--- src/sv/sample_loop_cursor_core_assert.svh ---
// Assertion macros shared by the sample loop cursor modules.
// Both expect signals named clk and rst_n in the module that uses them.
`ifndef SAMPLE_LOOP_CURSOR_CORE_ASSERT_SVH
`define SAMPLE_LOOP_CURSOR_CORE_ASSERT_SVH

// Same-cycle implication.
`define SLC_ASSERT_IMP(lbl, ante, cons) \
    lbl: assert property (@(posedge clk) disable iff (!rst_n) (ante) |-> (cons)) \
        else $error("sample_loop_cursor_core: same-cycle check failed");

// Next-cycle implication.
`define SLC_ASSERT_NXT(lbl, ante, cons) \
    lbl: assert property (@(posedge clk) disable iff (!rst_n) (ante) |=> (cons)) \
        else $error("sample_loop_cursor_core: next-cycle check failed");

`endif

--- src/sv/slc_pkg.sv ---
package slc_pkg;

    localparam int MAX_WRAPS  = 64;
    localparam int FRAC_BITS  = 16;
    localparam int INDEX_BITS = 24;
    localparam int INC_BITS   = 24;
    localparam int POS_BITS   = INDEX_BITS + FRAC_BITS;
    // Working position: signed, with headroom for reflections past either bound.
    localparam int WORK_BITS  = POS_BITS + 4;
    localparam int GUARD_BITS = $clog2(MAX_WRAPS + 1);

    localparam int MODE_BITS  = 2;
    localparam logic [MODE_BITS-1:0] MODE_NONE = 2'd0;
    localparam logic [MODE_BITS-1:0] MODE_FWD  = 2'd1;
    localparam logic [MODE_BITS-1:0] MODE_PP   = 2'd2;

    localparam int PADDR_BITS = 5;
    localparam int PDATA_BITS = 32;
    localparam int REG_BITS   = 3;
    localparam logic [REG_BITS-1:0] REG_LOOP_MODE   = 3'd0;
    localparam logic [REG_BITS-1:0] REG_INTRO_EN    = 3'd1;
    localparam logic [REG_BITS-1:0] REG_LOOP_START  = 3'd2;
    localparam logic [REG_BITS-1:0] REG_LOOP_END    = 3'd3;
    localparam logic [REG_BITS-1:0] REG_RELEASE_END = 3'd4;

    typedef enum logic [2:0] {
        CMD_NONE,
        CMD_LOAD,
        CMD_INTRO,
        CMD_ADVANCE,
        CMD_WRAP,
        CMD_COMMIT
    } cmd_t;

    typedef struct packed {
        logic loop_path;
        logic intro_hit;
        logic below_hi;
        logic need_wrap;
        logic out_free;
    } status_t;

    typedef enum logic [4:0] {
        S_IDLE      = 5'b00001,
        S_PREP      = 5'b00010,
        S_INTRO_CHK = 5'b00100,
        S_WRAP      = 5'b01000,
        S_COMMIT    = 5'b10000
    } state_t;

endpackage

--- src/sv/sample_loop_cursor_core.sv ---
// Sample loop cursor: advances one voice's Q24.16 read position per input beat.
// Input channel (in_valid/in_stall) carries increment (Q8.16) and released;
// a beat is taken when in_valid is high and in_stall is low. Output channel
// (out_valid/out_stall) carries read_position, moving_backward and finished;
// the receiver holds out_stall high to keep a beat, which then stays unchanged.
// The user must write loop registers through the APB port only while no beat
// is in flight; the block does not check it. A beat is taken only after the
// last is committed. When looping, the 44-bit datapath does one wrap or
// reflection per cycle, up to 64 of them, before the commit. The output beat
// appears in the cycle after the commit. While a result waits in the output
// register, the next beat is still taken and worked on; its commit waits until
// the waiting beat leaves. Reset clears the cursor to zero, moving forward, and
// loads the register reset values (no loop, end indices of one).
module sample_loop_cursor_core (
    input  logic                              clk,
    input  logic                              rst_n,
    input  logic                              psel,
    input  logic                              penable,
    input  logic                              pwrite,
    input  logic [slc_pkg::PADDR_BITS-1:0]    paddr,
    input  logic [slc_pkg::PDATA_BITS-1:0]    pwdata,
    output logic [slc_pkg::PDATA_BITS-1:0]    prdata,
    output logic                              pready,
    input  logic                              in_valid,
    output logic                              in_stall,
    input  logic [slc_pkg::INC_BITS-1:0]      increment,
    input  logic                              released,
    output logic                              out_valid,
    input  logic                              out_stall,
    output logic [slc_pkg::POS_BITS-1:0]      read_position,
    output logic                              moving_backward,
    output logic                              finished
);

    logic [slc_pkg::MODE_BITS-1:0]  loop_mode_reg;
    logic                           intro_enable_reg;
    logic [slc_pkg::INDEX_BITS-1:0] loop_start_reg;
    logic [slc_pkg::INDEX_BITS-1:0] loop_end_reg;
    logic [slc_pkg::INDEX_BITS-1:0] release_end_reg;
    logic [slc_pkg::REG_BITS-1:0]   reg_index;
    logic                           cfg_write;

    slc_pkg::cmd_t    cmd;
    slc_pkg::status_t status;

    assign pready    = 1'b1;
    assign reg_index = paddr[slc_pkg::PADDR_BITS-1:2];
    assign cfg_write = psel && penable && pwrite;

    always_ff @(posedge clk or negedge rst_n)
    begin
        if (!rst_n)
        begin
            loop_mode_reg    <= slc_pkg::MODE_NONE;
            intro_enable_reg <= 1'b0;
            loop_start_reg   <= '0;
            loop_end_reg     <= slc_pkg::INDEX_BITS'(1);
            release_end_reg  <= slc_pkg::INDEX_BITS'(1);
        end
        else if (cfg_write)
        begin
            case (reg_index)
                slc_pkg::REG_LOOP_MODE:   loop_mode_reg    <= pwdata[slc_pkg::MODE_BITS-1:0];
                slc_pkg::REG_INTRO_EN:    intro_enable_reg <= pwdata[0];
                slc_pkg::REG_LOOP_START:  loop_start_reg   <= pwdata[slc_pkg::INDEX_BITS-1:0];
                slc_pkg::REG_LOOP_END:    loop_end_reg     <= pwdata[slc_pkg::INDEX_BITS-1:0];
                slc_pkg::REG_RELEASE_END: release_end_reg  <= pwdata[slc_pkg::INDEX_BITS-1:0];
                default:
                begin
                end
            endcase
        end
    end

    always_comb
    begin
        case (reg_index)
            slc_pkg::REG_LOOP_MODE:
                prdata = slc_pkg::PDATA_BITS'(loop_mode_reg);
            slc_pkg::REG_INTRO_EN:
                prdata = slc_pkg::PDATA_BITS'(intro_enable_reg);
            slc_pkg::REG_LOOP_START:
                prdata = slc_pkg::PDATA_BITS'(loop_start_reg);
            slc_pkg::REG_LOOP_END:
                prdata = slc_pkg::PDATA_BITS'(loop_end_reg);
            slc_pkg::REG_RELEASE_END:
                prdata = slc_pkg::PDATA_BITS'(release_end_reg);
            default:
                prdata = '0;
        endcase
    end

    slc_ctrl u_ctrl (
        .clk      (clk),
        .rst_n    (rst_n),
        .in_valid (in_valid),
        .in_stall (in_stall),
        .status   (status),
        .cmd      (cmd)
    );

    slc_datapath u_datapath (
        .clk               (clk),
        .rst_n             (rst_n),
        .cmd               (cmd),
        .status            (status),
        .loop_mode         (loop_mode_reg),
        .intro_enable      (intro_enable_reg),
        .loop_start_index  (loop_start_reg),
        .loop_end_index    (loop_end_reg),
        .release_end_index (release_end_reg),
        .increment         (increment),
        .released          (released),
        .out_stall         (out_stall),
        .out_valid         (out_valid),
        .read_position     (read_position),
        .moving_backward   (moving_backward),
        .finished          (finished)
    );

endmodule

--- src/sv/slc_ctrl.sv ---
`include "sample_loop_cursor_core_assert.svh"

module slc_ctrl (
    input  logic             clk,
    input  logic             rst_n,
    input  logic             in_valid,
    output logic             in_stall,
    input  slc_pkg::status_t status,
    output slc_pkg::cmd_t    cmd
);

    slc_pkg::state_t state_reg;
    slc_pkg::state_t state_next;

    always_ff @(posedge clk or negedge rst_n)
    begin
        if (!rst_n)
        begin
            state_reg <= slc_pkg::S_IDLE;
        end
        else
        begin
            state_reg <= state_next;
        end
    end

    always_comb
    begin
        state_next = state_reg;
        cmd        = slc_pkg::CMD_NONE;
        case (state_reg)
            slc_pkg::S_IDLE:
            begin
                if (in_valid)
                begin
                    cmd        = slc_pkg::CMD_LOAD;
                    state_next = slc_pkg::S_PREP;
                end
            end
            slc_pkg::S_PREP:
            begin
                if (status.intro_hit)
                begin
                    cmd        = slc_pkg::CMD_INTRO;
                    state_next = slc_pkg::S_INTRO_CHK;
                end
                else
                begin
                    cmd        = slc_pkg::CMD_ADVANCE;
                    state_next = status.loop_path ? slc_pkg::S_WRAP : slc_pkg::S_COMMIT;
                end
            end
            slc_pkg::S_INTRO_CHK:
            begin
                // An intro step that stays below loop end is the whole step.
                if (status.below_hi)
                begin
                    state_next = slc_pkg::S_COMMIT;
                end
                else
                begin
                    cmd        = slc_pkg::CMD_ADVANCE;
                    state_next = slc_pkg::S_WRAP;
                end
            end
            slc_pkg::S_WRAP:
            begin
                if (status.need_wrap)
                begin
                    cmd = slc_pkg::CMD_WRAP;
                end
                else
                begin
                    state_next = slc_pkg::S_COMMIT;
                end
            end
            slc_pkg::S_COMMIT:
            begin
                if (status.out_free)
                begin
                    cmd        = slc_pkg::CMD_COMMIT;
                    state_next = slc_pkg::S_IDLE;
                end
            end
            default:
            begin
                state_next = slc_pkg::S_IDLE;
            end
        endcase
    end

    assign in_stall = (state_reg != slc_pkg::S_IDLE);

    `SLC_ASSERT_NXT(a_accept_to_prep, in_valid && !in_stall, state_reg == slc_pkg::S_PREP)
    `SLC_ASSERT_IMP(a_commit_free, cmd == slc_pkg::CMD_COMMIT, status.out_free)
    `SLC_ASSERT_IMP(a_wrap_in_loop, cmd == slc_pkg::CMD_WRAP, status.loop_path)

endmodule

--- src/sv/slc_datapath.sv ---
`include "sample_loop_cursor_core_assert.svh"

module slc_datapath (
    input  logic                              clk,
    input  logic                              rst_n,
    input  slc_pkg::cmd_t                     cmd,
    output slc_pkg::status_t                  status,
    input  logic [slc_pkg::MODE_BITS-1:0]     loop_mode,
    input  logic                              intro_enable,
    input  logic [slc_pkg::INDEX_BITS-1:0]    loop_start_index,
    input  logic [slc_pkg::INDEX_BITS-1:0]    loop_end_index,
    input  logic [slc_pkg::INDEX_BITS-1:0]    release_end_index,
    input  logic [slc_pkg::INC_BITS-1:0]      increment,
    input  logic                              released,
    input  logic                              out_stall,
    output logic                              out_valid,
    output logic [slc_pkg::POS_BITS-1:0]      read_position,
    output logic                              moving_backward,
    output logic                              finished
);

    localparam int W  = slc_pkg::WORK_BITS;
    localparam int IB = slc_pkg::INDEX_BITS;
    localparam int FB = slc_pkg::FRAC_BITS;
    localparam logic [slc_pkg::GUARD_BITS-1:0] GUARD_MAX =
        slc_pkg::GUARD_BITS'(slc_pkg::MAX_WRAPS);

    // Per-item working registers.
    logic [slc_pkg::INC_BITS-1:0]   inc_reg;
    logic                           free_reg;
    logic signed [W-1:0]            work_reg;
    logic signed [W-1:0]            work_next;
    logic                           bwd_reg;
    logic                           bwd_next;
    logic [slc_pkg::GUARD_BITS-1:0] guard_reg;
    logic signed [W-1:0]            lo_reg;
    logic signed [W-1:0]            hi_reg;
    logic signed [W-1:0]            span_reg;

    // Voice state and output beat.
    logic [slc_pkg::POS_BITS-1:0]   cursor_reg;
    logic                           backward_reg;
    logic                           fin_reg;
    logic                           out_valid_reg;

    logic                           mode_fwd;
    logic                           mode_none;
    logic [IB:0]                    start_p1;
    logic [IB:0]                    end_ext;
    logic [IB:0]                    eff_end;
    logic signed [W-1:0]            inc_ext;
    logic signed [W-1:0]            rel_ext;
    logic                           eff_bwd;
    logic                           at_or_above_hi;
    logic                           below_lo;
    logic [slc_pkg::POS_BITS-1:0]   clamped;

    assign mode_fwd  = (loop_mode == slc_pkg::MODE_FWD);
    assign mode_none = (loop_mode == slc_pkg::MODE_NONE);

    assign start_p1 = {1'b0, loop_start_index} + {{IB{1'b0}}, 1'b1};
    assign end_ext  = {1'b0, loop_end_index};
    assign eff_end  = (end_ext < start_p1) ? start_p1 : end_ext;

    assign inc_ext = signed'({{(W - slc_pkg::INC_BITS){1'b0}}, inc_reg});
    assign rel_ext = signed'({{(W - IB - FB){1'b0}}, release_end_index, {FB{1'b0}}});

    assign at_or_above_hi = (work_reg >= hi_reg);
    assign below_lo       = (work_reg < lo_reg);

    // Free running drops the backward flag in ping-pong modes; forward
    // looping always runs forward.
    always_comb
    begin
        if (free_reg)
        begin
            eff_bwd = bwd_reg && (mode_none || mode_fwd);
        end
        else
        begin
            eff_bwd = bwd_reg && !mode_fwd;
        end
    end

    always_comb
    begin
        work_next = work_reg;
        bwd_next  = bwd_reg;
        case (cmd)
            slc_pkg::CMD_INTRO:
            begin
                work_next = work_reg + inc_ext;
                bwd_next  = 1'b0;
            end
            slc_pkg::CMD_ADVANCE:
            begin
                work_next = eff_bwd ? (work_reg - inc_ext) : (work_reg + inc_ext);
                bwd_next  = eff_bwd;
            end
            slc_pkg::CMD_WRAP:
            begin
                if (mode_fwd)
                begin
                    work_next = work_reg - span_reg;
                    bwd_next  = 1'b0;
                end
                else if (at_or_above_hi)
                begin
                    work_next = (hi_reg <<< 1) - work_reg;
                    bwd_next  = 1'b1;
                end
                else
                begin
                    work_next = (lo_reg <<< 1) - work_reg;
                    bwd_next  = 1'b0;
                end
            end
            default:
            begin
                work_next = work_reg;
                bwd_next  = bwd_reg;
            end
        endcase
    end

    always_comb
    begin
        if (work_reg < 0)
        begin
            clamped = '0;
        end
        else if (|work_reg[W-1:slc_pkg::POS_BITS])
        begin
            clamped = '1;
        end
        else
        begin
            clamped = work_reg[slc_pkg::POS_BITS-1:0];
        end
    end

    always_ff @(posedge clk)
    begin
        span_reg <= hi_reg - lo_reg;
        if (cmd == slc_pkg::CMD_LOAD)
        begin
            inc_reg   <= (increment == '0) ? slc_pkg::INC_BITS'(1) : increment;
            free_reg  <= mode_none || released;
            work_reg  <= signed'({{(W - slc_pkg::POS_BITS){1'b0}}, cursor_reg});
            bwd_reg   <= backward_reg;
            lo_reg    <= signed'({{(W - IB - FB){1'b0}}, loop_start_index, {FB{1'b0}}});
            hi_reg    <= signed'({{(W - IB - FB - 1){1'b0}}, eff_end, {FB{1'b0}}});
        end
        else
        begin
            work_reg <= work_next;
            bwd_reg  <= bwd_next;
            if (cmd == slc_pkg::CMD_COMMIT)
            begin
                fin_reg <= free_reg && (work_reg >= rel_ext);
            end
        end
    end

    always_ff @(posedge clk or negedge rst_n)
    begin
        if (!rst_n)
        begin
            cursor_reg    <= '0;
            backward_reg  <= 1'b0;
            out_valid_reg <= 1'b0;
            guard_reg     <= '0;
        end
        else
        begin
            if (cmd == slc_pkg::CMD_LOAD)
            begin
                guard_reg <= '0;
            end
            else if (cmd == slc_pkg::CMD_WRAP)
            begin
                guard_reg <= slc_pkg::GUARD_BITS'(guard_reg + 1'b1);
            end
            if (cmd == slc_pkg::CMD_COMMIT)
            begin
                cursor_reg    <= clamped;
                backward_reg  <= bwd_reg;
                out_valid_reg <= 1'b1;
            end
            else if (!out_stall)
            begin
                out_valid_reg <= 1'b0;
            end
        end
    end

    assign status.loop_path = !free_reg;
    assign status.intro_hit = !free_reg && intro_enable && below_lo;
    assign status.below_hi  = !at_or_above_hi;
    assign status.need_wrap = !free_reg && (guard_reg < GUARD_MAX) &&
                              (at_or_above_hi || (!mode_fwd && below_lo));
    assign status.out_free  = !out_valid_reg || !out_stall;

    assign out_valid       = out_valid_reg;
    assign read_position   = cursor_reg;
    assign moving_backward = backward_reg;
    assign finished        = fin_reg;

    `SLC_ASSERT_IMP(a_guard_bound, 1'b1, guard_reg <= GUARD_MAX)
    `SLC_ASSERT_NXT(a_commit_valid, cmd == slc_pkg::CMD_COMMIT, out_valid_reg)
    `SLC_ASSERT_NXT(a_loop_not_finished, cmd == slc_pkg::CMD_COMMIT && !free_reg, !fin_reg)

endmodule

--- config.mk ---
export PLATFORM = sky130hd
export DESIGN_NAME = sample_loop_cursor_core
export DESIGN_NICKNAME = d
export VERILOG_FILES = /design/src/sv/slc_pkg.sv /design/src/sv/sample_loop_cursor_core.sv /design/src/sv/slc_ctrl.sv /design/src/sv/slc_datapath.sv
export VERILOG_INCLUDE_DIRS = /design/src /design/src/sv
export SDC_FILE = /design/constraint.sdc
export NUM_CORES = 1
export LEC_CHECK = 0
export ABC_CLOCK_PERIOD_IN_PS = 11700
export BUFFER_PORTS_ARGS = -buffer_cell sky130_fd_sc_hd__clkbuf_2
export CAP_MARGIN = 40
export CORE_UTILIZATION = 55
export CTS_CLUSTER_DIAMETER = 30
export DETAILED_ROUTE_END_ITERATION = 10
export GPL_ROUTABILITY_DRIVEN = 0
export PLACE_DENSITY = 0.72
export SYNTH_ARGS = -nofsm -noshare
export SYNTH_HDL_FRONTEND = slang
export SYNTH_SLANG_ARGS = --single-unit
--- constraint.sdc ---
create_clock -name clk -period 11.7 [get_ports clk]
set_clock_uncertainty 0.2 [all_clocks]
set_input_delay 0.585 -clock clk [delete_from_list [all_inputs] [get_ports clk]]
set_output_delay 0.585 -clock clk [all_outputs]
set_load 0.01 [all_outputs]
Word level (Yosys, flattened, before mapping)
Index checks and enable logic that the tools add are counted.
{ "classes": {"n_addsub": 8, "order_cmp": 6, "n_eq_ne": 20, "mux": 31, "bitwise_logic": 1, "reduce_logical": 32} }
{ "ops": {"columns": ["op", "count"], "rows": [
  ["$mux 44", 3],
  ["$pmux 44 s3", 1],
  ["$mux 40", 3],
  ["$pmux 24 s5", 1],
  ["$add 44x25->44", 1],
  ["$ge 44x41->1", 1],
  ["$ge 44x42->1", 1],
  ["$lt 44x1->1 const B", 1],
  ["$lt 44x41->1", 1],
  ["$sub 42x44->44", 1],
  ["$sub 43x44->44", 1],
  ["$sub 44x25->44", 1],
  ["$sub 44x44->44", 1],
  ["$sub 41x40->42", 1],
  ["$mux 5", 6],
  ["$add 24x1->25 const B", 1],
  ["$lt 24x25->1", 1],
  ["$pmux 5 s5", 1],
  ["$logic_not 24->1", 1],
  ["$mux 24", 1],
  ["$pmux 3 s5", 1],
  ["$mux 7", 2],
  ["$eq 3x2->1 const B", 4],
  ["$reduce_and 2->1", 6],
  ["28 further kinds", 56]
]} }
{ "word_totals": {"regBits": 293, "in_bits": 69, "output_inout_bits": 77, "word_cells": 118} }

Depth between registers and ports, before layout
{ "depth": {"word_depth": 10, "ltp_mapped": 24, "depth_no_buf": 22} }

By module
A second synthesis with hierarchy kept.
{ "unflattened": {"hier_cells": 2586, "area_unflattened_um2": 22810.6} }
{ "modules_own_cells": {"columns": ["mod", "n_inst", "cells_each", "area_per_inst_um2", "seq_area_each_um2"], "rows": [
  ["slc_datapath", 1, 2285, 18785.5, 5310.1],
  ["sample_loop_cursor_core", 1, 261, 3693.5, 1879.3],
  ["slc_ctrl", 1, 40, 331.6, 126.4]
]} }

Worst setup path before layout
Ideal clock, no wire load.
{ "synth_timing": {"path_kind": "flip-flop to flip-flop", "startpoint": "register u_datapath.work_reg[1]", "endpoint": "register u_datapath.work_reg[43]", "setup_time_ps": 242, "arrival_ps": 5363, "required_time_ps": 11258, "path_slack_ps": 5895, "path_stages_with_launch": 23, "path_buffers": 1, "synth_period_minus_slack_ps": 5805, "path_cell_list": "edfxtp_1 > inv_1 > ha_1 > or4b_4 > nor2_4 > nand4_1 > a31o_1 > a221o_1 > nand2_1 > clkbuf_1 > mux2_2 > ha_1 > nand3b_1 > nor4_1 > a211oi_1 > o311ai_0 > nand2_1 > or3_1 > a31oi_1 > o21a_1 > a31oi_1 > xnor2_1 > o22ai_1"} }
{ "synth_via": {"elab_chain_len": 8, "word_cells_on_any_way": 24, "cone_classes": "add/sub (5); order compare (2); eq/ne (4); mux (8); reduce/logical (5)"} }
{ "synth_rtl": {"columns": ["element", "line", "source"], "rows": [
  ["from (decl)", "slc_datapath.sv:31", "logic signed [W-1:0] work_reg;"],
  ["from (signal assigned)", "slc_datapath.sv:149", "work_reg <= signed'({{(W - slc_pkg::POS_BITS){1'b0}}, cursor_reg});"],
  ["from (signal assigned)", "slc_datapath.sv:156", "work_reg <= work_next;"],
  ["$lt 44x41->1", "slc_datapath.sv:69", "assign below_lo = (work_reg < lo_reg);"],
  ["$logic_and 1x1->1", "slc_datapath.sv:201", "(at_or_above_hi || (!mode_fwd && below_lo));"],
  ["$logic_or 1x1->1", "slc_datapath.sv:201", null],
  ["$logic_and 1x1->1", "slc_datapath.sv:200", "assign status.need_wrap = !free_reg && (guard_reg < GUARD_MAX) &&"],
  ["$mux 3", "slc_ctrl.sv:68", "if (status.need_wrap)"],
  ["$pmux 3 s5", "slc_ctrl.sv:31", "case (state_reg)"],
  ["$eq 3x3->1 or $eq 3x2->1 (tied branches)", "slc_datapath.sv:89", "case (cmd)"],
  ["$pmux 44 s3 or $reduce_bool 3->1 (tied branches)", null, null]
]} }
Parallel ways exist; a longest one is shown, timed or not.
A chain may end at the register's enable or synchronous reset.

Worst setup path in the final report
{ "layout_timing": {"startpoint": "register u_datapath.work_reg[1]", "endpoint": "register u_datapath.work_reg[37] (data pin)"} }
{ "layout_via": {"elab_chain_len": 9, "word_cells_on_any_way": 24, "cone_classes": "add/sub (5); order compare (2); eq/ne (4); mux (9); reduce/logical (4)"} }
{ "layout_rtl": {"columns": ["element", "line", "source"], "rows": [
  ["$lt 44x41->1", "slc_datapath.sv:69", null],
  ["$logic_and 1x1->1", "slc_datapath.sv:201", null],
  ["$logic_or 1x1->1", "slc_datapath.sv:201", null],
  ["$logic_and 1x1->1", "slc_datapath.sv:200", null],
  ["$mux 3", "slc_ctrl.sv:68", null],
  ["$pmux 3 s5", "slc_ctrl.sv:31", null],
  ["$eq 3x3->1 or $eq 3x2->1 (tied branches)", "slc_datapath.sv:89", null],
  ["$pmux 44 s3", "slc_datapath.sv:89", null],
  ["$mux 40 (*)", "slc_datapath.sv:145", "if (cmd == slc_pkg::CMD_LOAD)"]
]} }
Mark *: on every way between the ends. The rest lies on a longest branch, timed or not.

==> results.md <==
* Cell breakdown of the critical path: inv_1 > ha_1 > or4b_4 > nor2_4 > nand4_1 > a31o_1 > a221o_1 > nand2_1 > buf_4 > mux2_2 > ha_1 > nand3b_1 > nor4_1 > a211oi_1 > o311ai_0 > a31oi_1 > o21ai_0 > a21oi_1 > xnor2_1 > a221oi_1 > a21oi_1
* RSZ-0062 raised after global routing: no
* Diodes inserted at 0
* Iteration-0 DRC Markers at between 1.5k and 2k
* Synth top area cells: edfxtp_1 16%, dfrtp_1 14%, ha_1 13%
* Clock slew at reported path FFs at about 0.040 ns
* Clock Sink Count at 275
* Largest family of logic cells by synthesized area: compound AO/OA/AOI/OAI gates
* First-pass GRT wire length at 102000 um
* Peak VDD IR at 0.151 mV
* Highest Clock Rate at around 140 MHz
* Power per cell area at 345 mW/mm^2
* Sequential element share of the synthesized area at 0.334
* Buffers on Ports at about 130
* Clock Tree Buf Depth at 3
* Post-synthesis instance total at 2544
* Worst Setup End Kind: register
* Top-area cell type share of the netlist area at 0.159
* IO Count at 146
* Number of nets with antenna violations after routing at 0
* Share of post-route cells with drive strength above 1 at 0.134
* Post-synth EDFFs at 116
* Synth warnings at 0
* Total GRT Usage at 0.316
* Multiplexer area fraction after synthesis at 0.0403
* Final TNS setup at 0 ns
* Pre-CTS setup slack at between 4 and 5 ns
* Async S/R FF share, synth at 0.469
* Htree depth at 3
* Area fraction in compound gates after synthesis at 0.219
* Critical path class: reg2reg
* DR WL/cell at 20.1 um
* Yosys reg bits at about 280
* Run status: finished clean
* Die Width at 201 um
* Max reg flops at 44
* Initial Utilization at 0.562
* Via count at slightly above 20k
* Hold Path Class: in2reg
* Max-Cap Viols at 0
* Worst slew margin at 0.331
* CORE AREA at 0.0389 sq mm
* Synth cell types at 89
* Avg Vias per Cell at 6.24
* Hold WS at 0.0315 ns
* Clock buffer count from CTS at slightly below 70
* Critical Path AT at around 7.3 ns
* Final Cycle Share at 0.618
* Drt first pass iters at 6
* FILL cells at 3202
* Slew Limit Fails at 0
* Least-Margin Pin Slew at 1.00 ns
* DPL Wire Length at 47100 um
* Slowest cell on crit path: o311ai_0
* Xor/xnor share of the synthesized area at 0.0505
* Pin count of the biggest net entering global routing at 83
* Vias in the first global route at 19.4k
* Simple-gate share of the synthesized area at 0.165
* Synthesized area per cell at between 8 and 9 sq um
* Final setup margin at 4.47 ns
* Row cnt at 72
* Slowest stage delay, CP at 0.62 ns
* Die Footprint at 0.0406 sq mm
* Worst Path Required at 11.81 ns
* Number of setup violations in the final report at 0
* Total power at 8.77 mW
* Mapped Area at 0.0219 sq mm
* Area Overhead vs Synth at 16.2%
* CP delay by family, top: compound AO/OA/AOI/OAI gates
* CP Buf/Inv Count at 2
* Initial antenna violation count at 1
* Post-synthesis adder-cell area fraction at 0.131
* Nets at 2951
* Final wirelength at 64900 um
* Die extent in y at 201 um
* Hold Vio Cnt, Final at 0
* # DRC at 0
* CTS root buffer: clkbuf_16
* Final critical-path required period at just over 7 ns
* CP Max Fanout at 52
* Top cell type by total area after synthesis: edfxtp_1
* Ys flop type: dfrtp_1
* Worst-Skew Late Latency at 0.58 ns
* Resized Gates After CTS at 0
* P_leak at roughly 11 nW
* CTS tree: done
* Total grt overflow at 0
* Startpoint Class: register
==> metrics by stage <==
step / cell area [sq um] / cells / util
2_1_floorplan: 21900 / 2551 / -
3_3_place_gp: 22800 / 3075 / 0.586
3_5_place_dp: 22900 / 3080 / 0.588
4_1_cts: 25400 / 3227 / 0.653
5_1_grt: 25400 / 3228 / 0.653
6_report: 25400 / 3228 / 0.653
==> path summary, 6_finish.rpt <==
path | slack (ns) | from | cells after the start | endpoint
min | 0.03 | increment[13] | 1 | u_datapath.inc_reg[13]$_SDFFCE_PN0P_
min in group asynchronous | 0.39 | rst_n | 2 | u_datapath.out_valid$_DFFE_PN0P_
max | 4.47 | u_datapath.work_reg[1]$_DFFE_PP_ | 21 | u_datapath.work_reg[37]$_DFFE_PP_
min reg2reg | 0.31 | u_datapath.moving_backward$_DFFE_PN0P_ | 2 | u_datapath.moving_backward$_DFFE_PN0P_
max in group asynchronous | 9.60 | rst_n | 3 | loop_mode_reg[0]$_DFFE_PN0P_
max reg2reg | 4.47 | u_datapath.work_reg[1]$_DFFE_PP_ | 21 | u_datapath.work_reg[37]$_DFFE_PP_
==> Yosys cell counts (52+ instances only) <==
cell type	number
o31ai_1	53
dfrtp_1	126
edfxtp_1	116
clkbuf_1	116
nand3_1	52
nor2_1	252
mux2_2	55
o21ai_0	181
inv_1	190
nand2_1	225
a21oi_1	165
ha_1	222
xnor2_1	78
==> metal layers <==
metal	part of all wire	wire length [um]	track usage	vias to the layer above
li1	-	-	-	9483
met1	0.41	26400	0.400	9537
met4	0.038	2470	0.141	0
met2	0.48	31000	0.534	929
met5	0	0	0	-
met3	0.078	5060	0.0471	189
==> layout make-up <==
type                            count  area (sq um)  area share
Clock buffer                       80          1780      0.0699
Clock inverter                     44           504      0.0198
Inverter                          191           719      0.0283
Multi-Input combinational cell   1940         13300       0.523
Sequential cell                   275          7320       0.288
Tap cell                          518           648      0.0255
Timing Repair Buffer              180          1150      0.0454
==> what timing repair did <==
item,4_1_cts,5_1_grt
hold buffers,23,0
hold endpoints to repair,82,0
buffers inserted,0,0
==> cells by family (layout without fill, tap and decap cells) <==
kind of cell	after synthesis	count (layout)
other cells	2	9
mux	80	80
fa+ha+maj	226	226
flops	275	275
compound gates	728	728
xor+xnor	126	126
buf+inv	336	495
simple gates	771	771
==> report_power, final <==
part	switching, mW	total [mW]	internal [mW]	leakage, nW
clock network	0.590	1.87	1.28	1.10
registers	0.453	1.94	1.48	2.88
logic	2.93	4.96	2.04	7.20
total	3.97	8.77	4.80	11.2
==> layout by cell type, fill, tap and decap left out, types with 39 or more instances in the layout <==
cell type / count
a21o_1: 51
clkbuf_16: 68
nor2_1: 250
o31ai_1: 53
dfrtp_1: 126
ha_1: 222
mux2_2: 55
nand3_1: 52
clkbuf_2: 125
nand2_1: 225
o21ai_0: 181
xnor2_1: 78
a21oi_1: 165
nor3_1: 39
xor2_1: 48
edfxtp_1: 116
inv_1: 189
Power figures use the tool's default switching activity.
